## src/rtl/core/hmtn_ram.sv

```systemverilog
// Generic simple dual-port RAM with one write port and a registered read port.
module hmtn_ram #(
    parameter int WIDTH = 8,
    parameter int DEPTH = 256
) (
    input  logic                     i_clk,
    input  logic                     i_we,
    input  logic [$clog2(DEPTH)-1:0] i_waddr,
    input  logic [WIDTH-1:0]         i_wdata,
    input  logic [$clog2(DEPTH)-1:0] i_raddr,
    output logic [WIDTH-1:0]         o_rdata
);

    logic [WIDTH-1:0] r_mem [DEPTH];
    logic [WIDTH-1:0] r_rdata;

    // write port and registered read
    always_ff @(posedge i_clk) begin
        if (i_we) begin
            r_mem[i_waddr] <= i_wdata;
        end
        r_rdata <= r_mem[i_raddr];
    end

    assign o_rdata = r_rdata;

endmodule

```

## config.mk

```make
export PLATFORM = sky130hd
export DESIGN_NAME = hmtn_ram
export DESIGN_NICKNAME = d
export VERILOG_FILES = /design/src/rtl/core/hmtn_ram.sv
export SDC_FILE = /design/constraint.sdc
export NUM_CORES = 2
export LEC_CHECK = 0
export BUFFER_PORTS_ARGS = -buffer_cell sky130_fd_sc_hd__buf_2
export CORE_AREA = 3 3 599 304
export DETAILED_ROUTE_END_ITERATION = 8
export DIE_AREA = 0 0 602 307
export SLEW_MARGIN = 20
export SYNTH_ARGS = -nofsm -noshare
export SYNTH_HDL_FRONTEND = slang
export SYNTH_SLANG_ARGS = --single-unit
```

## constraint.sdc

```tcl
create_clock -name i_clk -period 2.7 [get_ports i_clk]
set_input_delay 0 -clock i_clk [delete_from_list [all_inputs] [get_ports i_clk]]
set_output_delay 0 -clock i_clk [all_outputs]
set_load 0.01 [all_outputs]
```

* After elaboration in Yosys (flattened, before gate mapping) *
Memory sizes are Yosys's and may differ from the RTL's. A register that Yosys moved wholly into a read port is not among the register bits.
Index checks and enable logic that the tools add are counted.

word-level totals
  flip-flop bits (word level) = 0
  RAM bits = 2048
  input port bits = 26
  output and inout port bits = 8
  word-level logic and storage cells = 3
  memories kept = 1

cells by class
  multiplexer cells = 2

memories
  name   words  bits a word  read ports  clocked after memory_dff  wr ports  line  RTL
  r_mem  256    8            1           1                         1         14    logic [WIDTH-1:0] r_mem [DEPTH];

operators by type and width
  kind               number
  two-way mux 1 bit  2

* Depth between registers and ports, before layout *
  depth after elaboration = 2
  depth in mapped cells = 11
  mapped depth without buffers = 6

* Least setup slack after synthesis *
OpenSTA, ideal clock, no wires.

  path type = input-to-reg
  start point = input i_raddr[0]
  end point = register r_rdata[2] (netlist: o_rdata[2]) (read register of r_mem)
  library setup time = 0.131 ns
  arrival time = 1.807 ns
  required time = 2.569 ns
  setup slack = 0.762 ns
  stages = 9
  buffers on the path = 4
  cells stage by stage = buf_6 > buf_12 > buf_8 > buf_2 > mux4_2 > a22oi_1 > a21oi_1 > nor4_1 > nor4_2

RTL lines
  item             line  RTL
  start, declared  10    input logic [$clog2(DEPTH)-1:0] i_raddr,
  end, declared    15    logic [WIDTH-1:0] r_rdata;

==> out/metrics.csv <==
stage,metric,value,unit
run_status,outcome,"finished, final reports clean",
clock_network,cts_buffers,187,
hold_path,worstHoldStart,i_we,
flow_run,maxCapViolations,0,
clock_network,maximum_count_of_clock_buffers_along_a_single_path,4,
timing,fin_crit_sh,98.85,%
die,design.portCount,34,
clock_network,root_buffer_cell,sky130_fd_sc_hd__clkbuf_16,
clock_network,post-cts-setup-buffer-count,0,
power_and_ir_drop,leakagePower,28.99,nW
power_and_ir_drop,design_power_total,63.84,mW
setup_path,worst-path-max-fanout,1,
place,preCtsSetupSlack,-0.6342,ns
drt,num_vias,40070,
drt,route.final.wire_length,203200,um
timing,finalHoldViolations,0,
place,place.detailed.hpwl,130900,um
global_routing,overflow,0,
layout,layout-drive-gt1-share,28.57,%
hold_path,worst_hold_path_type,primary input to flop,
place,io_buffer_count,33,
global_routing,all_layer_gr_usage,21.94,%
place,placed_cell_area,85720,sq um
die,floorplan.die.width,602,um
setup_path,data_arrival_time_of_the_critical_path,3.31,ns
clock_network,worst_skew_pair.late_latency,0.84,ns
setup_path,start_kind,flop,
drt,post_drt_via_cell_ratio,5.940,
layout,multiInputGateArea,16550,sq um
setup_path,timing_worst_setup_path_type,flop to flop,
clock_network,cts_clock_pin_slew_for_the_worst_setup_and_hold_paths,0.07,ns
synth,synth_cell_type_count,55,
synth,synthesis.area_per_instance,21.31,sq um
setup_path,timing.critical_path.to_type,flop,
place,gp_congestion,0.8504,
synth,postSynthNetCount,3759,
layout,seq_area,61660,sq um
timing,final-max-slew-violation-count,0,
global_routing,grt_start_max_net_pins,99,
synth,synth-seq-area-share,77.50,%
synth,synth_enable_flop_cells,2048,
die,die_area,184800,sq um
timing,rsz0062_at_grt,no,
layout,flow.area_growth_from_synthesis,15.09,%
setup_path,required,3.34,ns
die,starting_utilization_of_the_core_area,45.05,%
timing,fin_ws,0.03118,ns
die,core,176600,sq um
drt,avgRoutedWirePerCell,30.12,um
global_routing,first_global_vias,40405,
layout,layout.filler_cells,13710,
synth,synth_cells,3733,
global_routing,initial_antenna_violation_count,8,
timing,setup_viol,0,
power_and_ir_drop,power_density,697.2,nW/um^2
clock_network,tritoncts,done,
synth,synthArstFlopShare,0,%
drt,first_pass_iters,6,
timing,clock.fmax,0.3747,GHz
drt,remaining_drc_errors,0,
setup_path,rr_startpoint,r_mem[132][7],
synth,yosysWarningCount,0,
drt,drt_iter0_drc,5053,
synth,synthesized_flop_and_latch_total,2056,
clock_network,tritoncts_num_sinks,2056,
synth,mappedNetlistArea,79560,sq um
timing,final.min_clock_period,2.669,ns
setup_path,worstSetupStartpoint,r_mem[132][7],
timing,skew,0.04550,ns
global_routing,wire_length_of_the_first_global_routing_pass,293300,um
die,rows,109,
power_and_ir_drop,max-vdd-ir-drop,0.0004928,V
clock_network,clock_tree.htree_level_count,4,
drt,ant_nets,0,
timing,max_slew.worst_pin.slew,1.050,ns
die,die_height,307,um
layout,postLayoutCellArea,91570,sq um
synth,synth-main-ff-cell,sky130_fd_sc_hd__edfxtp_1,
timing,slew_headroom,29.49,%
layout,design.final.nets,4256,
-- state kept, by name, summed over array words and instances, names as in the netlist --
signal   cells
r_mem     2048
o_rdata      8
-- through the flow --
stage,TNS (ns),utilization (%),cells,hold WS [ns]
2_1_floorplan,0,-,3733,0.09887
3_3_place_gp,-5.287,48.51,6405,0.4746
3_5_place_dp,-3.232,48.53,6407,0.4677
4_1_cts,0,51.83,6743,0.08665
5_1_grt,0,51.84,6744,0.1367
6_report,0,51.85,6746,0.1309
-- kinds of logic (layout without fill, tap and decap cells) --
group / after synthesis / after routing / synth area share [%]
other: 0 / 3 / 0
multiplexers: 591 / 591 / 14.62
flip-flops: 2056 / 2056 / 77.50
AND/OR/NAND/NOR: 466 / 466 / 2.628
AO/OA/AOI/OAI: 385 / 385 / 3.419
buffers and inverters: 235 / 859 / 1.831
-- cell type report --
| class | count | area share [%] |
|---|---|---|
| clock buffers | 241 | 5.422 |
| flip-flops and latches | 2056 | 67.34 |
| multi-input cells | 1442 | 18.08 |
| well taps | 2386 | 3.260 |
| diodes | 3 | 0.008199 |
| inverters | 2 | 0.008199 |
| clock inverters | 75 | 0.7078 |
| repair buffers | 541 | 5.179 |
-- per-layer routing --
| layer | up-vias | global-route usage [%] | routed length [um] |
|---|---|---|---|
| li1 | 16666 | - | - |
| met1 | 21391 | 32.03 | 86300 |
| met2 | 1736 | 33.08 | 92880 |
| met3 | 273 | 5.734 | 18840 |
| met4 | 4 | 5.667 | 5120 |
| met5 | - | 0 | 25 |
-- critical path, cell delays in order, from the launching register on --
cell and delay [ns]:
sky130_fd_sc_hd__edfxtp_1 0.39, sky130_fd_sc_hd__mux4_2 0.47, sky130_fd_sc_hd__mux4_2 0.47, sky130_fd_sc_hd__nor2_1 0.14, sky130_fd_sc_hd__a2111oi_2 0.07, sky130_fd_sc_hd__nor3_1 0.82, sky130_fd_sc_hd__nor4_1 0.12
-- synthesized netlist by cell type (3+ instances only) --
| master | number | share of area (%) |
|---|---|---|
| sky130_fd_sc_hd__nor4_1 | 24 | 0.19 |
| sky130_fd_sc_hd__nor2b_1 | 31 | 0.24 |
| sky130_fd_sc_hd__nor4_2 | 3 | 0.047 |
| sky130_fd_sc_hd__buf_4 | 27 | 0.25 |
| sky130_fd_sc_hd__and2_1 | 6 | 0.047 |
| sky130_fd_sc_hd__nand4_1 | 10 | 0.079 |
| sky130_fd_sc_hd__buf_2 | 31 | 0.20 |
| sky130_fd_sc_hd__or2_2 | 4 | 0.031 |
| sky130_fd_sc_hd__o22ai_1 | 28 | 0.22 |
| sky130_fd_sc_hd__a22oi_1 | 133 | 1.3 |
| sky130_fd_sc_hd__buf_12 | 8 | 0.20 |
| sky130_fd_sc_hd__o211ai_1 | 10 | 0.094 |
| sky130_fd_sc_hd__clkbuf_1 | 111 | 0.52 |
| sky130_fd_sc_hd__edfxtp_1 | 2048 | 77 |
| sky130_fd_sc_hd__buf_1 | 22 | 0.10 |
| sky130_fd_sc_hd__nand3_1 | 34 | 0.21 |
| sky130_fd_sc_hd__nor2_1 | 282 | 1.3 |
| sky130_fd_sc_hd__a211oi_1 | 16 | 0.15 |
| sky130_fd_sc_hd__nand2b_1 | 8 | 0.063 |
| sky130_fd_sc_hd__nand2_1 | 33 | 0.16 |
| sky130_fd_sc_hd__dfxtp_1 | 8 | 0.20 |
| sky130_fd_sc_hd__mux2i_1 | 134 | 1.7 |
| sky130_fd_sc_hd__a221oi_1 | 13 | 0.14 |
| sky130_fd_sc_hd__o221ai_1 | 46 | 0.51 |
| sky130_fd_sc_hd__a22o_1 | 8 | 0.088 |
| sky130_fd_sc_hd__mux4_2 | 454 | 13 |
| sky130_fd_sc_hd__a21oi_1 | 96 | 0.60 |
| sky130_fd_sc_hd__buf_6 | 21 | 0.30 |
| sky130_fd_sc_hd__o21ai_0 | 10 | 0.063 |
| sky130_fd_sc_hd__o22a_1 | 5 | 0.055 |
| sky130_fd_sc_hd__buf_8 | 13 | 0.25 |
| sky130_fd_sc_hd__o32ai_1 | 4 | 0.044 |
| sky130_fd_sc_hd__nor3_1 | 22 | 0.14 |
-- final timing paths --
| check | endpoint | slack (ns) | cells past startpoint |
|---|---|---|---|
| setup reg to reg | o_rdata[7] | 0.03 | 6 |
| hold reg to reg | o_rdata[2] | 1.09 | 6 |
| hold / removal | r_mem[168][7] | 0.13 | 4 |
| setup / recovery | o_rdata[7] | 0.03 | 6 |
-- layout by cell type, fill, tap and decap left out, drive strengths merged, types with 2 or more instances in the layout --
cell and count:
mux2i 134, bufinv 10, o22a 5, edfxtp 2048
clkinvlp 4, mux4 456, a31oi 2, o22ai 28
a22oi 133, diode 3, clkbuf 243, clkinv 59
nand3b 2, nor2 282, and2 6, nand2b 8
a2111oi 5, buf 519, dfxtp 8, and3b 2
o21ai 12, or2 4, nor3 22, o32ai 5
dlygate4sd3 20, nand3 34, a311oi 2, inv 4
a22o 8, nor2b 31, a211oi 16, nand2 33
nor4 27, nand4 10, a221oi 14, o221ai 47
o211ai 10, a21oi 96
-- power by group --
part           total [mW]  internal (mW)  switching (mW)
clock network        25.2           13.9            11.3
registers            35.2           35.2          0.0585
logic                3.47           1.29            2.18
-- repair_timing --
action                                  4_1_cts  5_1_grt
hold buffers                                 20        0
endpoints found under the setup margin        2        2
hold endpoints to repair                   1398        0
gates resized for setup                       2        2
No activity file was read; power rests on OpenSTA's default activity.
