`src/rtl/core/hmtn_pkg.sv`:
```
// Shared types and fixed-point constants for the heightmap terrain normal generator.
package hmtn_pkg;

    // Field widths fixed by the item formats
    localparam int CFG_W   = 9;
    localparam int HGT_W   = 8;
    localparam int POS_W   = 8;
    localparam int POSY_W  = 12;
    localparam int NRM_W   = 16;
    localparam int TEX_W   = 17;

    // Per-vertex normal sum width (six faces of at most 255 per component)
    localparam int SUM_W   = 12;

    // Unit normal search: magnitude runs over 0..ONE_Q14
    localparam int LO_W    = 15;
    localparam int ONE_Q14 = 16384;
    localparam int LO_TOP  = 14;

    // Face normal y component with heights scaled by twenty
    localparam int FACE_Y  = 20;

    // Height / 20 in Q4.8 is (h*128+5)/10, done as multiply by reciprocal
    localparam int RECIP10    = 52429;
    localparam int RECIP10_SH = 19;

    typedef struct packed {
        logic signed [SUM_W-1:0] x;
        logic signed [SUM_W-1:0] y;
        logic signed [SUM_W-1:0] z;
    } t_sums;

    typedef struct packed {
        logic signed [NRM_W-1:0] x;
        logic signed [NRM_W-1:0] y;
        logic signed [NRM_W-1:0] z;
    } t_norm;

endpackage

```
`src/rtl/core/hmtn_div.sv`:
```
// Bit-serial divider for texture coordinates: round(65536*num/(den_m1)).
module hmtn_div #(
    parameter int DW = 9
) (
    input  logic                        i_clk,
    input  logic                        i_rst_n,
    input  logic                        i_start,
    input  logic [DW-1:0]               i_num,
    input  logic [DW-1:0]               i_den_m1,
    output logic                        o_done,
    output logic [hmtn_pkg::TEX_W-1:0]  o_quot
);

    localparam int RW = DW + 1;
    localparam int QW = hmtn_pkg::TEX_W;

    logic                r_run;
    logic                r_done;
    logic [4:0]          r_cnt;
    logic [RW-1:0]       r_rem;
    logic [RW-1:0]       r_den;
    logic [QW-1:0]       r_low;
    logic [QW-1:0]       r_q;

    logic [RW:0]         trial;
    logic                ge;

    // numerator is num*2^17 + den_m1; its high part num is already below 2*den_m1
    assign trial = {r_rem, r_low[QW-1]};
    assign ge    = trial >= {1'b0, r_den};

    always_ff @(posedge i_clk) begin
        if (!i_rst_n) begin
            r_run  <= 1'b0;
            r_done <= 1'b0;
            r_cnt  <= '0;
        end else begin
            r_done <= 1'b0;
            if (i_start) begin
                r_run <= 1'b1;
                r_cnt <= 5'(QW - 1);
                r_rem <= RW'(i_num);
                r_den <= {i_den_m1, 1'b0};
                r_low <= QW'(i_den_m1);
                r_q   <= '0;
            end else if (r_run) begin
                r_rem <= ge ? RW'(trial - {1'b0, r_den}) : RW'(trial);
                r_q   <= {r_q[QW-2:0], ge};
                r_low <= {r_low[QW-2:0], 1'b0};
                if (r_cnt == 5'd0) begin
                    r_run  <= 1'b0;
                    r_done <= 1'b1;
                end else begin
                    r_cnt <= r_cnt - 5'd1;
                end
            end
        end
    end

    assign o_done = r_done;
    assign o_quot = r_q;

endmodule
```
`config.mk`:
```
export PLATFORM = sky130hd
export DESIGN_NAME = hmtn_div
export DESIGN_NICKNAME = d
export VERILOG_FILES = /design/src/rtl/core/hmtn_pkg.sv /design/src/rtl/core/hmtn_div.sv
export SDC_FILE = /design/constraint.sdc
export NUM_CORES = 1
export LEC_CHECK = 0
export BUFFER_PORTS_ARGS = -buffer_cell sky130_fd_sc_hd__buf_4
export CORE_MARGIN = 5
export CORE_UTILIZATION = 35
export CTS_BUF_LIST = sky130_fd_sc_hd__clkbuf_4
export CTS_CLUSTER_DIAMETER = 50
export CTS_CLUSTER_SIZE = 30
export DETAILED_ROUTE_END_ITERATION = 16
export HOLD_SLACK_MARGIN = 0.05
export PLACE_DENSITY_LB_ADDON = 0.15
export SYNTH_ARGS = -nofsm -noshare
export SYNTH_HDL_FRONTEND = slang
export SYNTH_SLANG_ARGS = --single-unit
```
`constraint.sdc`:
```
create_clock -name i_clk -period 2.75 [get_ports i_clk]
set_input_delay 0.4125 -clock i_clk [delete_from_list [all_inputs] [get_ports i_clk]]
set_output_delay 0.4125 -clock i_clk [all_outputs]
set_load 0.01 [all_outputs]
```
# After elaboration in Yosys (flattened, before gate mapping)

Index checks and enable logic that the tools add are counted.

Input bits: 21
Word-level logic and storage cells: 38
Register bits: 60
Output and inout port bits: 18

Reductions and logical operators: 8
Multiplexer cells: 13
Add/subtract/negate cells: 2
Equal/unequal tests: 1
Magnitude comparators: 1
Bitwise gates (word level): 3

Operator list:

| kind                                                                | number |
|---|---|
| 17-bit 2-to-1 mux                                                   | 2 |
| 10-bit 2-to-1 mux                                                   | 2 |
| 9-bit 2-to-1 mux                                                    | 2 |
| 5-bit 2-to-1 mux                                                    | 3 |
| 11-bit by 10-bit greater-or-equal comparator with 1-bit output      | 1 |
| 10-bit subtractor                                                   | 1 |
| 2-bit AND reduction                                                 | 4 |
| 5-bit zero test                                                     | 1 |
| 5-bit by 1-bit subtractor with 5-bit output (second input constant) | 1 |
| 1-bit 2-to-1 mux                                                    | 4 |
| 1-bit inverter                                                      | 3 |
| 3-bit OR reduction                                                  | 1 |
| 2-bit inequality test (second input constant)                       | 1 |
| 2-bit nonzero test                                                  | 1 |
| 2-bit OR reduction                                                  | 1 |

# Depth between registers and ports, before layout

Depth in word-level cells: 4
Depth in mapped cells: 9
Gate-level depth less buffers: 9

# Least setup slack after synthesis

No wires, ideal clock.

Path type: register to register
Start point: reg r_rem[0]
End point: reg r_rem[7], data pin
Setup slack: 0.320 ns
Arrival time: 2.170 ns
Stages on the path, launching flop included: 10
Data required time: 2.490 ns
Path buffers: 0
Setup time: 0.260 ns
Period minus slack after synthesis: 2.430 ns
Path through: edfxtp_1 > inv_1 > ha_1 > inv_1 > fa_1 > a21o_2 > a221oi_1 > xnor2_1 > mux2_2 > mux2_2

Longest elaborated chain between the ends: 4
Elaborated cells on any way between the ends: 5
Classes of those cells: add/sub: 1; order compare: 1; mux: 3

RTL lines:

| element                                                                                                    | RTL line                       | text |
|---|---|---|
| from (decl)                                                                                                | hmtn_div.sv:20                 | `logic [RW-1:0] r_rem;` |
| from (signal assigned)                                                                                     | hmtn_div.sv:42                 | `r_rem <= RW'(i_num);` |
| from (signal assigned)                                                                                     | hmtn_div.sv:47                 | `r_rem <= ge ? RW'(trial - {1'b0, r_den}) : RW'(trial);` |
| 10-bit subtractor / 11-bit by 10-bit greater-or-equal comparator with 1-bit output (equally long branches) | hmtn_div.sv:47, hmtn_div.sv:30 |  |
| 10-bit 2-to-1 mux (*)                                                                                      | hmtn_div.sv:47                 |  |
| 10-bit 2-to-1 mux (*)                                                                                      | hmtn_div.sv:46                 | `end else if (r_run) begin` |
| 9-bit 2-to-1 mux (*)                                                                                       | hmtn_div.sv:39                 | `if (i_start) begin` |

Mark *: on every way between the ends. The rest lies on a longest branch, timed or not. The select of a mux whose other input is x is not followed.
A chain may end at the register's enable or synchronous reset.

# Final worst setup path

Start point: reg r_rem[0]
End point: reg r_rem[6], data pin

The elaborated chain is that of the path after synthesis.

==> summary.md <==
| Metric | Value |
|---|---|
| Final number of setup-violating endpoints | 0 |
| Synth unique cells | 46 |
| Final Hold Fails | 0 |
| Post-CTS setup buffer count | 0 |
| Post-CTS sizing | 0 |
| Hold-fix buffers, CTS | 0 |
| CTS tree | built |
| Reg2reg end | r_rem[6] |
| Most common cell after layout, fill and taps aside | edfxtp_1 |
| Crit path kind | register to register |
| Ys Warns | 0 |
| Clock Sinks | 60 |
| First-pass GRT wire length | 8.376 mm |
| Final Wtd Congestion | 0.7730 |
| Die ar. | 0.01012 sq mm |
| Final Max Slew Viols | 0 |
| Max Clk Rate | 386.7 MHz |
| CTS buffer count | 9 |
| Period utilisation layout | 94.03% |
| DRT Pass-1 Iters | 4 |
| Required @ worst endpoint | 2900 ps |
| Synthesized net count | 242 |
| Crit path max-delay cell type | fa_1 |
| Leakage | 1.300 nW |
| Post-synthesis average cell area | 13.69 sq um |
| CTS max path bufs | 2 |
| Crit. End Element | register |
| CP delay by family, top | compound AO/OA/AOI/OAI gates |
| Pin count of the biggest net entering global routing | 52 |
| MaxCap Viol Count | 0 |
| Dominant synthesized flop cell | edfxtp_1 |
| Worst-Skew Late Latency | 390 ps |
| CTS root buf | clkbuf_4 |
| Cell Area, Synth | 0.002874 sq mm |
| Drt wl/cell | 14.20 um |
| Startpoint Class | register |
| Routed Antenna Nets | 0 |
| Register area share after synthesis | 60.25% |
| Hold depth | 1 |
| Setup skew after layout | 13.46 ps |
| Core area | 0.008093 sq mm |
| Layout overhead on the synthesized area | 18.55% |
| R2R Setup Slk | 160 ps |
| Initial antenna violation count | 0 |
| Io pins | 39 |
| Worst-path maximum fanout | 9 |
| Crit path time final | 2586 ps |
| Ant. Diodes | 0 |
| HP Start | i_den_m1[4] |
| Port bufs | 38 |
| Most frequent cells in the layout | edfxtp_1, buf_4, nor2b_1, mux2_2, inv_1 |
| CP Buf/Inv Count | 2 |
| CP peak stage delay | 400 ps |
| Origin of the critical flop-to-flop path | r_rem[0] |
| Gr usage total | 10.83% |
| Dpl cells | 348 |
| Share of layout cells above drive strength 1 | 32.05% |
| Rel. slew slack | 64.00% |
| Total routed wirelength | 5.168 mm |
| Register clock-pin slew on the reported worst setup and hold paths | 100 ps |
| Vias | 1711 |
| Vias in the first global route | 1695 |
| Initial core utilization | 35.51% |
| Final std cells w/o fill | 364 |
| Worst reg2reg path depth | 9 |
| Worst Hold Class | primary input to register |
| Synth async-reset ratio | 0% |
| Yosys reg bits | 60 |
| DP HPWL | 3.476 mm |
| Worst Hold End | r_den[5] |
| Post-layout nets | 286 |
| RSZ-0062 raised after global routing | false |
| Chip Width | 100.6 um |
| Cells after synthesis | 210 |
| H-Tree Depth | 3 |
| Remaining routing DRC violations | 0 |
| Outcome | finished, final reports clean |
| Die height | 100.6 um |
| Critical Path AT | 2730 ps |
| Post-synth EDFFs | 53 |
| Iteration-0 DRC Markers | 91 |
| Pwr Density | 613.6 mW/mm^2 |
| Worst-case vdd ir drop | 0.3116 mV |
| Sum Neg Setup Slack | 0 ps |
| Via-per-instance ratio | 4.701 |
| Total gr overflow | 0 |
| CP cell instances | inv_1, ha_1, inv_1, fa_1, a21o_2, o21ai_1, a31oi_4, mux2_2, mux2_2 |
| Site Rows | 33 |
| Actual slew at the worst max-slew pin | 540.0 ps |
-- kinds of logic (layout without fill, tap and decap cells) --
logic type | Yosys count | after routing | synth area share [%]
AOI/OAI and AO/OA | 30 | 30 | 8.403
xor gates and xnor gates | 8 | 8 | 2.438
adders and majority gates | 11 | 11 | 5.050
buffers and inverters | 21 | 70 | 3.003
DFF | 60 | 60 | 60.25
muxes | 23 | 23 | 8.925
and+or+nand+nor | 57 | 57 | 11.93
-- metrics by stage --
stage	cell area [sq um]	utilization, %	total power [W]	hold WS [ps]	worst slack (ps)
final	3407	42.10	0.002091	200.9	164.1
after CTS	3407	42.10	0.002120	164.4	162.3
after floorplan	2874	-	0.001414	440.3	320.4
after detailed placement	3282	40.55	0.001528	461.1	177.3
after global routing	3407	42.10	0.002204	162.3	26.60
after global placement	3282	40.55	0.001529	471.2	197.6
-- registers in the layout, summed over array words and instances, names as in the netlist --
register / cells
r_den: 9
o_done: 1
r_run: 1
o_quot: 17
r_cnt: 5
r_rem: 10
r_low: 17
-- cells in the mapped netlist (2+ instances only) --
cell | number | area, sq um
mux2i_1 | 2 | 20.02
nand2_1 | 7 | 26.28
edfxtp_1 | 53 | 1592
inv_1 | 15 | 56.30
nand4_1 | 2 | 12.51
nor2_1 | 7 | 26.28
xor2_1 | 4 | 35.03
mux2_2 | 21 | 236.5
o21a_1 | 3 | 22.52
a21o_2 | 2 | 17.52
a21o_1 | 2 | 15.01
nor2b_1 | 25 | 156.4
clkbuf_1 | 4 | 15.01
nor3b_1 | 3 | 22.52
dfxtp_1 | 7 | 140.1
and2_1 | 2 | 12.51
a21oi_1 | 7 | 35.03
ha_1 | 10 | 125.1
xnor2_1 | 4 | 35.03
o21ai_0 | 4 | 20.02
-- area by class of cell --
cell class,count,area [sq um]
Fill cell,796,4686
Sequential cell,60,1732
Multi-Input combinational cell,129,1057
Timing Repair Buffer,39,305.3
Tap cell,105,131.4
Clock buffer,9,67.56
Clock inverter,7,57.56
Inverter,15,56.30
-- routing by layer --
metal	global-route usage [%]	wire length (um)
met5	0	0
met4	5.285	93
met3	3.114	182
met2	16.00	2425
met1	14.53	2466
-- worst max-delay path by stage --
stage	from	end	slack (ps)	cells past startpoint
after floorplan	r_rem[0]	r_rem[7]	320	9
after global placement	r_rem[0]	r_rem[7]	200	9
after detailed placement	r_rem[0]	r_rem[4]	180	9
after CTS	r_rem[0]	r_rem[6]	160	9
after global routing	r_rem[0]	r_rem[7]	30	9
final	r_rem[0]	r_rem[6]	160	9
-- where the power goes --
| part | switching [W] | total, W | internal, W |
|---|---|---|---|
| Combinational | 0.000201 | 0.000407 | 0.000205 |
| Clock | 0.000323 | 0.000587 | 0.000264 |
| Sequential | 0.0000275 | 0.00110 | 0.00107 |
(Power assumes the default switching activity.)
