`config.mk`:
```
export PLATFORM = sky130hd
export DESIGN_NAME = hmtn_norm
export DESIGN_NICKNAME = d
export VERILOG_FILES = /design/src/rtl/core/hmtn_pkg.sv /design/src/rtl/core/hmtn_norm.sv
export SDC_FILE = /design/constraint.sdc
export NUM_CORES = 2
export LEC_CHECK = 0
export ABC_AREA = 1
export BUFFER_PORTS_ARGS = -buffer_cell sky130_fd_sc_hd__buf_2
export CAP_MARGIN = 20
export CORE_MARGIN = 2
export CORE_UTILIZATION = 25
export CTS_CLUSTER_SIZE = 40
export DETAILED_ROUTE_END_ITERATION = 12
export GPL_TIMING_DRIVEN = 0
export SETUP_SLACK_MARGIN = 0.15
export SLEW_MARGIN = 40
export SYNTH_ARGS = -nofsm -noshare
export SYNTH_HDL_FRONTEND = slang
export SYNTH_SLANG_ARGS = --single-unit
```
`constraint.sdc`:
```
create_clock -name i_clk -period 7.4 [get_ports i_clk]
set_clock_uncertainty 0.05 [all_clocks]
set_input_delay 1.11 -clock i_clk [delete_from_list [all_inputs] [get_ports i_clk]]
set_output_delay 1.11 -clock i_clk [all_outputs]
set_load 0.01 [all_outputs]
```
`src/rtl/core/hmtn_pkg.sv`:
```
// Shared types and fixed-point constants for the heightmap terrain normal generator.
package hmtn_pkg;

    // Field widths fixed by the item formats
    localparam int CFG_W   = 9;
    localparam int HGT_W   = 8;
    localparam int POS_W   = 8;
    localparam int POSY_W  = 12;
    localparam int NRM_W   = 16;
    localparam int TEX_W   = 17;

    // Per-vertex normal sum width (six faces of at most 255 per component)
    localparam int SUM_W   = 12;

    // Unit normal search: magnitude runs over 0..ONE_Q14
    localparam int LO_W    = 15;
    localparam int ONE_Q14 = 16384;
    localparam int LO_TOP  = 14;

    // Face normal y component with heights scaled by twenty
    localparam int FACE_Y  = 20;

    // Height / 20 in Q4.8 is (h*128+5)/10, done as multiply by reciprocal
    localparam int RECIP10    = 52429;
    localparam int RECIP10_SH = 19;

    typedef struct packed {
        logic signed [SUM_W-1:0] x;
        logic signed [SUM_W-1:0] y;
        logic signed [SUM_W-1:0] z;
    } t_sums;

    typedef struct packed {
        logic signed [NRM_W-1:0] x;
        logic signed [NRM_W-1:0] y;
        logic signed [NRM_W-1:0] z;
    } t_norm;

endpackage

```
`src/rtl/core/hmtn_norm.sv`:
```
// Iterative normalizer: turns a normal sum into a rounded Q1.14 unit vector.
module hmtn_norm (
    input  logic           i_clk,
    input  logic           i_rst_n,
    input  logic           i_start,
    input  hmtn_pkg::t_sums i_sums,
    output logic           o_done,
    output hmtn_pkg::t_norm o_norm
);

    localparam int MSQ_W  = 2 * hmtn_pkg::SUM_W;
    localparam int LEN_W  = MSQ_W + 2;
    localparam int TSQ_W  = 32;
    localparam int PROD_W = TSQ_W + LEN_W;
    localparam int RHS_SH = 30;

    localparam logic [2:0] N_IDLE = 3'd0;
    localparam logic [2:0] N_SQ   = 3'd1;
    localparam logic [2:0] N_LEN  = 3'd2;
    localparam logic [2:0] N_A    = 3'd3;
    localparam logic [2:0] N_B    = 3'd4;
    localparam logic [2:0] N_C    = 3'd5;

    logic [2:0]                      r_state;
    logic [1:0]                      r_j;
    logic [3:0]                      r_bit;
    logic [hmtn_pkg::LO_W-1:0]       r_lo;
    logic [hmtn_pkg::SUM_W-1:0]      r_mag [3];
    logic                            r_neg [3];
    logic [MSQ_W-1:0]                r_msq [3];
    logic [LEN_W-1:0]                r_len2;
    logic [TSQ_W-1:0]                r_tsq;
    logic [PROD_W-1:0]               r_prod;
    logic signed [hmtn_pkg::NRM_W-1:0] r_res [3];
    logic                            r_done;

    logic [hmtn_pkg::LO_W-1:0]       cand;
    logic [15:0]                     t_odd;
    logic [PROD_W-1:0]               rhs;
    logic                            fits;

    function automatic logic [hmtn_pkg::SUM_W-1:0] f_mag(
        input logic signed [hmtn_pkg::SUM_W-1:0] s);
        if (s < 0) return hmtn_pkg::SUM_W'(-s);
        else       return hmtn_pkg::SUM_W'(s);
    endfunction

    // candidate for the current bit and its odd test value 2*cand-1
    assign cand  = r_lo | (hmtn_pkg::LO_W'(1) << r_bit);
    assign t_odd = 16'({cand, 1'b0}) - 16'd1;
    assign rhs   = PROD_W'({r_msq[r_j], RHS_SH'(0)});
    assign fits  = (cand <= hmtn_pkg::LO_W'(hmtn_pkg::ONE_Q14)) && (r_prod <= rhs);

    // sequencer: squares, length, then a greedy bit search per component
    always_ff @(posedge i_clk) begin
        if (!i_rst_n) begin
            r_state <= N_IDLE;
            r_done  <= 1'b0;
            r_j     <= '0;
            r_bit   <= '0;
            r_lo    <= '0;
        end else begin
            r_done <= 1'b0;
            case (r_state)
                N_IDLE: begin
                    if (i_start) begin
                        r_mag[0] <= f_mag(i_sums.x);
                        r_mag[1] <= f_mag(i_sums.y);
                        r_mag[2] <= f_mag(i_sums.z);
                        r_neg[0] <= i_sums.x < 0;
                        r_neg[1] <= i_sums.y < 0;
                        r_neg[2] <= i_sums.z < 0;
                        r_j      <= '0;
                        r_state  <= N_SQ;
                    end
                end
                N_SQ: begin
                    r_msq[r_j] <= MSQ_W'(r_mag[r_j] * r_mag[r_j]);
                    if (r_j == 2'd2) begin
                        r_state <= N_LEN;
                    end else begin
                        r_j <= r_j + 2'd1;
                    end
                end
                N_LEN: begin
                    r_len2  <= LEN_W'(r_msq[0]) + LEN_W'(r_msq[1]) + LEN_W'(r_msq[2]);
                    r_j     <= '0;
                    r_lo    <= '0;
                    r_bit   <= 4'(hmtn_pkg::LO_TOP);
                    r_state <= N_A;
                end
                N_A: begin
                    r_tsq   <= TSQ_W'(t_odd * t_odd);
                    r_state <= N_B;
                end
                N_B: begin
                    r_prod  <= PROD_W'(r_tsq * r_len2);
                    r_state <= N_C;
                end
                N_C: begin
                    if (r_bit == 4'd0) begin
                        // component finished: apply sign
                        if (r_neg[r_j]) begin
                            r_res[r_j] <= -hmtn_pkg::NRM_W'(fits ? cand : r_lo);
                        end else begin
                            r_res[r_j] <= hmtn_pkg::NRM_W'(fits ? cand : r_lo);
                        end
                        if (r_j == 2'd2) begin
                            r_done  <= 1'b1;
                            r_state <= N_IDLE;
                        end else begin
                            r_j     <= r_j + 2'd1;
                            r_lo    <= '0;
                            r_bit   <= 4'(hmtn_pkg::LO_TOP);
                            r_state <= N_A;
                        end
                    end else begin
                        if (fits) begin
                            r_lo <= cand;
                        end
                        r_bit   <= r_bit - 4'd1;
                        r_state <= N_A;
                    end
                end
                default: r_state <= N_IDLE;
            endcase
        end
    end

    assign o_done   = r_done;
    assign o_norm.x = r_res[0];
    assign o_norm.y = r_res[1];
    assign o_norm.z = r_res[2];

endmodule

```
# Yosys cells after proc, flatten, opt, wreduce, memory -nomap -nowiden
# Memories as Yosys holds them, arrays and structs flattened. A register that Yosys moved wholly into a read port is not among the register bits.
# Index checks and enable logic that the tools add are counted.
# totals
n_memories	4
reg_bits	141
output_inout_bits	49
input_bits	39
ram_bits	159
# mem_list
memory	depth	word_bits	rd	rd_clocked_by_memory_dff	write_ports	line	text
r_msq	3	24	4	1	1	hmtn_norm.sv:30	logic [MSQ_W-1:0] r_msq [3];
r_res	3	16	3	0	1	hmtn_norm.sv:34	logic signed [hmtn_pkg::NRM_W-1:0] r_res [3];
r_mag	3	12	1	1	3	hmtn_norm.sv:28	logic [hmtn_pkg::SUM_W-1:0] r_mag [3];
r_neg	3	1	1	1	3	hmtn_norm.sv:29	logic r_neg [3];
# classes
n_addsub	9
n_reduce_logical	13
mux	54
order_cmp	5
shift	1
n_eq_ne	11
n_bitwise	2
mul	3
# ops
cell	n
$mux W12	12
$mux W15	4
$le A58 B54 Y1	1
$mul A32 B26 Y58	1
$lt A12 B1 Y1 const B	3
$neg A12 Y12	3
$mul A16 B16 Y32	1
$pmux W15 S2	1
$add A25 B24 Y26	1
$add A24 B24 Y25	1
$mul A12 B12 Y24	1
$mux W2	10
$mux W1	18
$pmux W3 S6	1
$mux W16	1
$neg A16 Y16	1
$sub A16 B1 Y16 const B	1
$le A15 B15 Y1 const B	1
$or A15 B15 Y15	1
$shl A1 B4 Y15 const A	1
$reduce_and A2 Y1	5
$mux W3	3
$reduce_and A3 Y1	3
$mux W4	2
other kinds (16)	21

# Depth between registers and ports, before layout
# logic_depth
ltp_word	7
depth_mapped	40

# Worst setup path before layout
# Ideal clock, no wire load.
# synth_timing
path_type	register -> register
from	reg r_bit[0]
to	reg r_tsq[31], data pin
path_slack_ps	106
path_stages_with_launch	36
t_arrival_ps	6981
setup_time_ps	263
n_path_buf	0
period_less_slack_ps	7294
path_cell_list	dfxtp_1 inv_1 ha_1 inv_1 nor3_4 nor2_4 ha_1 inv_1 nor2_2 inv_2 nor2_4 inv_2 nor2_1 nand2_1 xor2_2 inv_2 nor2_1 inv_1 fa_1 inv_1 fa_1 fa_1 fa_1 fa_1 inv_1 fa_1 inv_1 ha_1 nand2_1 nor4_1 nand4_1 nand3_1 nand2_1 o211ai_1 a21oi_1 xor2_1
# synth_between
elab_chain_cells	4
# synth_lines
element	line	text
start, declared	hmtn_norm.sv:26	logic [3:0] r_bit;
start signal, assigned	hmtn_norm.sv:89	r_bit <= 4'(hmtn_pkg::LO_TOP);
start signal, assigned	hmtn_norm.sv:114	r_bit <= 4'(hmtn_pkg::LO_TOP);
start signal, assigned	hmtn_norm.sv:121	r_bit <= r_bit - 4'd1;
$shl A1 B4 Y15	hmtn_norm.sv:49	assign cand = r_lo | (hmtn_pkg::LO_W'(1) << r_bit);
$or A15 B15 Y15	hmtn_norm.sv:49	
$sub A16 B1 Y16	hmtn_norm.sv:50	assign t_odd = 16'({cand, 1'b0}) - 16'd1;
$mul A16 B16 Y32	hmtn_norm.sv:93	r_tsq <= TSQ_W'(t_odd * t_odd);
end signal, assigned	hmtn_norm.sv:93	
end, declared	hmtn_norm.sv:32	logic [TSQ_W-1:0] r_tsq;
# No other way between the ends.
# A chain may end at the register's enable or synchronous reset.

# Final worst setup path
# layout_timing
from	reg r_tsq[29]
to	reg r_prod[48], data pin
# layout_between
elab_chain_cells	1
# layout_lines
element	line	text
$mul A32 B26 Y58	hmtn_norm.sv:97	r_prod <= PROD_W'(r_tsq * r_len2);
end signal, assigned	hmtn_norm.sv:97	
end, declared	hmtn_norm.sv:33	logic [PROD_W-1:0] r_prod;
# No other way between the ends.

==> tab_implementation.tex <==
\begin{tabular}{lr}
\hline
Metric & Value \\
\hline
\multicolumn{2}{l}{\textbf{Status}} \\
\quad Run status & finished, final reports clean \\
\multicolumn{2}{l}{\textbf{Logic synthesis}} \\
\quad Fraction of registers with async set/reset & 0 \\
\quad Post-synthesis sequential area ratio & 0.1820 \\
\quad Gate count after technology mapping & between 5000 and 6000 \\
\quad Number of enable flip-flop cells after synthesis & 292 \\
\quad Number of library cell types mapped by synthesis & 60 \\
\quad Mapped Avg Cell Area & between 8 and 9 um2 \\
\quad Most used flip-flop cell after synthesis & sky130\_fd\_sc\_hd\_\_edfxtp\_1 \\
\quad Post-synthesis register bit count & about 320 \\
\quad Syn. warnings & 0 \\
\quad Post-synthesis instance area & 0.05115 mm2 \\
\multicolumn{2}{l}{\textbf{Cells and area}} \\
\quad Share of final-layout standard cells stronger than drive strength 1 & 0.1137 \\
\quad Area of all placed cells without fillers & 0.05885 mm2 \\
\quad Area of the multi-input gates & around 0.036 mm2 \\
\quad Filler cell count & approximately 21000 \\
\quad Antenna fix cells & 0 \\
\quad Final Non-Filler Cells & slightly below 9000 \\
\quad Utilization after layout & 0.2885 \\
\quad Syn-to-layout area delta & 15.05\% \\
\quad Area taken by flip-flops and latches & slightly above 0.009 mm2 \\
\quad Nets & 7437 \\
\multicolumn{2}{l}{\textbf{Clocking}} \\
\quad Clock tree from TritonCTS & done \\
\quad Number of sinks driven by the clock tree & around 320 \\
\quad Clock H-tree levels & 1 \\
\quad Skew-Pair Late Insertion Delay & $\sim$0.63 ns \\
\quad Buffer cell driving the clock tree root & sky130\_fd\_sc\_hd\_\_clkbuf\_16 \\
\quad Clock transition at path regs & 0.07 ns \\
\quad Cts bufs inserted & 31 \\
\quad Hold Buf Count CTS & 0 \\
\quad Number of buffers on the longest clock path & 3 \\
\multicolumn{2}{l}{\textbf{Critical path}} \\
\quad Kind of end point of the critical path & flop \\
\quad Crit path arrival time & 7.44 ns \\
\quad CP Launch Type & flop \\
\quad CP max stage cell & sky130\_fd\_sc\_hd\_\_fa\_1 \\
\quad Critical path, cell by cell & clkbuf\_2 -> clkbuf\_2 -> nand2\_1 -> fa\_1 -> inv\_1 -> fa\_1 -> fa\_1 -> fa\_1 -> inv\_1 -> fa\_1 -> fa\_1 -> inv\_1 -> fa\_1 -> ha\_2 -> a21oi\_1 -> inv\_1 -> a31oi\_2 -> o21ai\_0 -> a21oi\_1 -> nand3\_2 -> a21oi\_2 -> xnor2\_2 \\
\quad Max Fanout on Critical Path & 10 \\
\quad Slowest cell delay on critical path & around 0.58 ns \\
\quad Most repeated library cell on the critical path & sky130\_fd\_sc\_hd\_\_fa\_1 \\
\quad Critical Path RT & around 7.7 ns \\
\quad Startpoint of the worst register-to-register path & r\_tsq[29] \\
\quad Start point of the critical path & r\_tsq[29] \\
\quad Type of the setup path with the least slack & reg2reg \\
\multicolumn{2}{l}{\textbf{STA}} \\
\quad Final setup margin & around 0.27 ns \\
\quad Final setup viols & 0 \\
\quad Maximum clock rate & between 100 and 150 MHz \\
\quad Tcrit/Tclk final & 0.9631 \\
\quad Worst slew pin tran & approximately 0.89 ns \\
\quad Final Hold Vio Count & 0 \\
\quad Relative slew margins & 0.4041 \\
\quad Setup repair after global routing missed its margin & yes \\
\quad Clock period minus final worst setup slack & 7.127 ns \\
\quad Max-slew violations & 0 \\
\multicolumn{2}{l}{\textbf{Floorplanning}} \\
\quad Die area & $\sim$0.21 mm2 \\
\quad Die height & about 460 um \\
\quad Horiz. Die Dim & about 460 um \\
\quad Initial cell density of the core & 0.2508 \\
\quad Row Count & around 170 \\
\quad Total I/O pin count & between 80 and 90 \\
\quad Core region area & 0.2040 mm2 \\
\multicolumn{2}{l}{\textbf{Route}} \\
\quad Detailed router's first-iteration violation count & about 2900 \\
\quad Number of iterations in the first detailed-routing pass & 5 \\
\quad Post-detailed-routing wire length & around 160 mm \\
\quad Count of vias placed by the detailed router & around 40000 \\
\quad Via/cell ratio & $\sim$4.5 \\
\quad Residual antenna-violating net count after detailed routing & 0 \\
\quad DRC violation count after routing & 0 \\
\quad Average wire length per cell after detail routing & between 15 and 20 um \\
\multicolumn{2}{l}{\textbf{Worst hold path}} \\
\quad Min-delay src & r\_lo[0] \\
\quad Worst hold-check path type & reg2reg \\
\multicolumn{2}{l}{\textbf{Global route}} \\
\quad Total track usage & 0.1506 \\
\quad Vias in the first global route & a little over 40000 \\
\quad Pin count of the biggest net entering global routing & 21 \\
\quad Antenna violations before repair & 1 \\
\quad Wire length of the first global-routing pass & approximately 240 mm \\
\quad Total congestion overflow after global routing & 0 \\
\multicolumn{2}{l}{\textbf{Placed design}} \\
\quad Gpl congestion & approximately 1 \\
\quad Total placed instance area & about 0.055 mm2 \\
\quad Placed instance count & about 8600 \\
\quad Half-perimeter wire length after detailed placement & approximately 130 mm \\
\quad Setup slack after placement & -1.088 ns \\
\quad Count of buffers inserted at the top-level ports & 87 \\
\multicolumn{2}{l}{\textbf{Run}} \\
\quad Number of max-capacitance violations reported & 0 \\
\hline
\end{tabular}
[sequential cells by signal (all words and copies together), names as in the netlist, 2 cells and up, named ones only]
register,cells
r_mag,36
r_prod,58
r_j,2
r_bit,4
r_lo,15
r_tsq,29
r_msq,92
r_state,3
r_res,48
r_neg,3
r_len2,26
[what timing repair did]
item / 4_1_cts / 5_1_grt
endpoints found under the setup margin: 67 / 63
setup buffers: 40 / 57
pin swaps: 14 / 53
gates resized for setup: 282 / 364
gates cloned: 0 / 1
[cell families after synthesis]
family | Yosys count | share of synthesized area
compound gates | 456 | 0.05233
buf+inv | 1784 | 0.1317
simple gates | 1699 | 0.1329
flops | 319 | 0.1820
xor+xnor | 176 | 0.03072
fa+ha+maj | 1355 | 0.4702
other cells | 2 | 0.0001468
[placed cells by master, fill, tap and decap left out, types with 27 or more instances in the layout]
cell and n:
sky130_fd_sc_hd__xnor2_1 56, sky130_fd_sc_hd__clkbuf_16 32, sky130_fd_sc_hd__inv_1 1541, sky130_fd_sc_hd__a31oi_1 28, sky130_fd_sc_hd__nor2_1 275, sky130_fd_sc_hd__fa_1 940
sky130_fd_sc_hd__nor2_2 28, sky130_fd_sc_hd__nand2_1 1183, sky130_fd_sc_hd__nand3_1 58, sky130_fd_sc_hd__ha_1 377, sky130_fd_sc_hd__xor2_1 112, sky130_fd_sc_hd__buf_4 138
sky130_fd_sc_hd__clkbuf_4 52, sky130_fd_sc_hd__clkbuf_2 38, sky130_fd_sc_hd__buf_2 108, sky130_fd_sc_hd__edfxtp_1 292, sky130_fd_sc_hd__clkbuf_1 27, sky130_fd_sc_hd__nand2_2 27
sky130_fd_sc_hd__o21ai_0 78, sky130_fd_sc_hd__a21oi_1 190
[synthesized netlist by cell type (7+ instances only)]
master / instances / area [um2]
sky130_fd_sc_hd__xor2_1: 113 / 989.7
sky130_fd_sc_hd__nand2_2: 22 / 137.6
sky130_fd_sc_hd__nor3_1: 26 / 130.1
sky130_fd_sc_hd__or2_2: 16 / 100.1
sky130_fd_sc_hd__nor4_1: 10 / 62.56
sky130_fd_sc_hd__o21ai_1: 12 / 60.06
sky130_fd_sc_hd__o31ai_1: 7 / 52.55
sky130_fd_sc_hd__clkbuf_1: 171 / 641.9
sky130_fd_sc_hd__a31oi_1: 32 / 200.2
sky130_fd_sc_hd__nand2_1: 1201 / 4508
sky130_fd_sc_hd__xnor2_1: 59 / 516.8
sky130_fd_sc_hd__a21o_1: 9 / 67.56
sky130_fd_sc_hd__clkinv_1: 9 / 33.78
sky130_fd_sc_hd__a21oi_1: 213 / 1066
sky130_fd_sc_hd__nor2_2: 9 / 56.30
sky130_fd_sc_hd__inv_1: 1554 / 5833
sky130_fd_sc_hd__ha_1: 410 / 5130
sky130_fd_sc_hd__inv_2: 19 / 71.32
sky130_fd_sc_hd__nor2_1: 313 / 1175
sky130_fd_sc_hd__buf_1: 23 / 86.33
sky130_fd_sc_hd__o21ai_0: 91 / 455.4
sky130_fd_sc_hd__nand4_1: 21 / 131.4
sky130_fd_sc_hd__a32o_1: 21 / 210.2
sky130_fd_sc_hd__dfxtp_1: 27 / 540.5
sky130_fd_sc_hd__fa_1: 945 / 18920
sky130_fd_sc_hd__o211ai_1: 20 / 150.1
sky130_fd_sc_hd__edfxtp_1: 292 / 8768
sky130_fd_sc_hd__nand3_1: 63 / 315.3
sky130_fd_sc_hd__o21bai_1: 11 / 82.58
sky130_fd_sc_hd__o21a_1: 12 / 90.09
[through the flow]
step                setup TNS (ns)  hold WS (ns)
CTS                              0        0.4371
global route                     0        0.4728
global placement            -78.87        0.4195
floorplan                        0        0.3959
finish                           0        0.4384
detailed placement          -37.18        0.4270
[critical path: cells and delay by family (launching register included)]
family,cells,cell delay [ns]
DFF,1,0.33
buffers and inverters,6,0.90
and+or+nand+nor,2,0.35
xor gates and xnor gates,1,0.11
adders and majority gates,8,4.09
AOI/OAI and AO/OA,5,1.01
[path summary, 6_finish.rpt]
path	endpoint	slack (ns)	cells past startpoint
setup / recovery	r_prod[48]	0.27	22
hold / removal	r_lo[0]	0.44	2
setup reg to reg	r_prod[48]	0.27	22
hold reg to reg	r_lo[0]	0.44	2
[final cells by class]
type / count / share of cell area
plain buffers: 194 / 0.02396
clock buffers: 42 / 0.01439
clock inverters: 14 / 0.003381
inverters: 1583 / 0.1020
multi-input cells: 3702 / 0.6152
flip-flops and latches: 319 / 0.1583
well taps: 2688 / 0.05715
repair buffers: 212 / 0.02564
[per-layer routing]
layer | part of all wire | GRT usage | wire (um) | vias up
li1 | - | - | - | 17640
met2 | 0.47 | 0.2501 | 73960 | 1600
met5 | 0.000082 | 0 | 13 | -
met4 | 0.046 | 0.05919 | 7369 | 2
met3 | 0.087 | 0.02595 | 13750 | 360
met1 | 0.40 | 0.1944 | 63740 | 19500
Power is left out: the tool's default activity adds up to more than one toggle a clock period on the data nets, which glitch-free logic cannot reach.
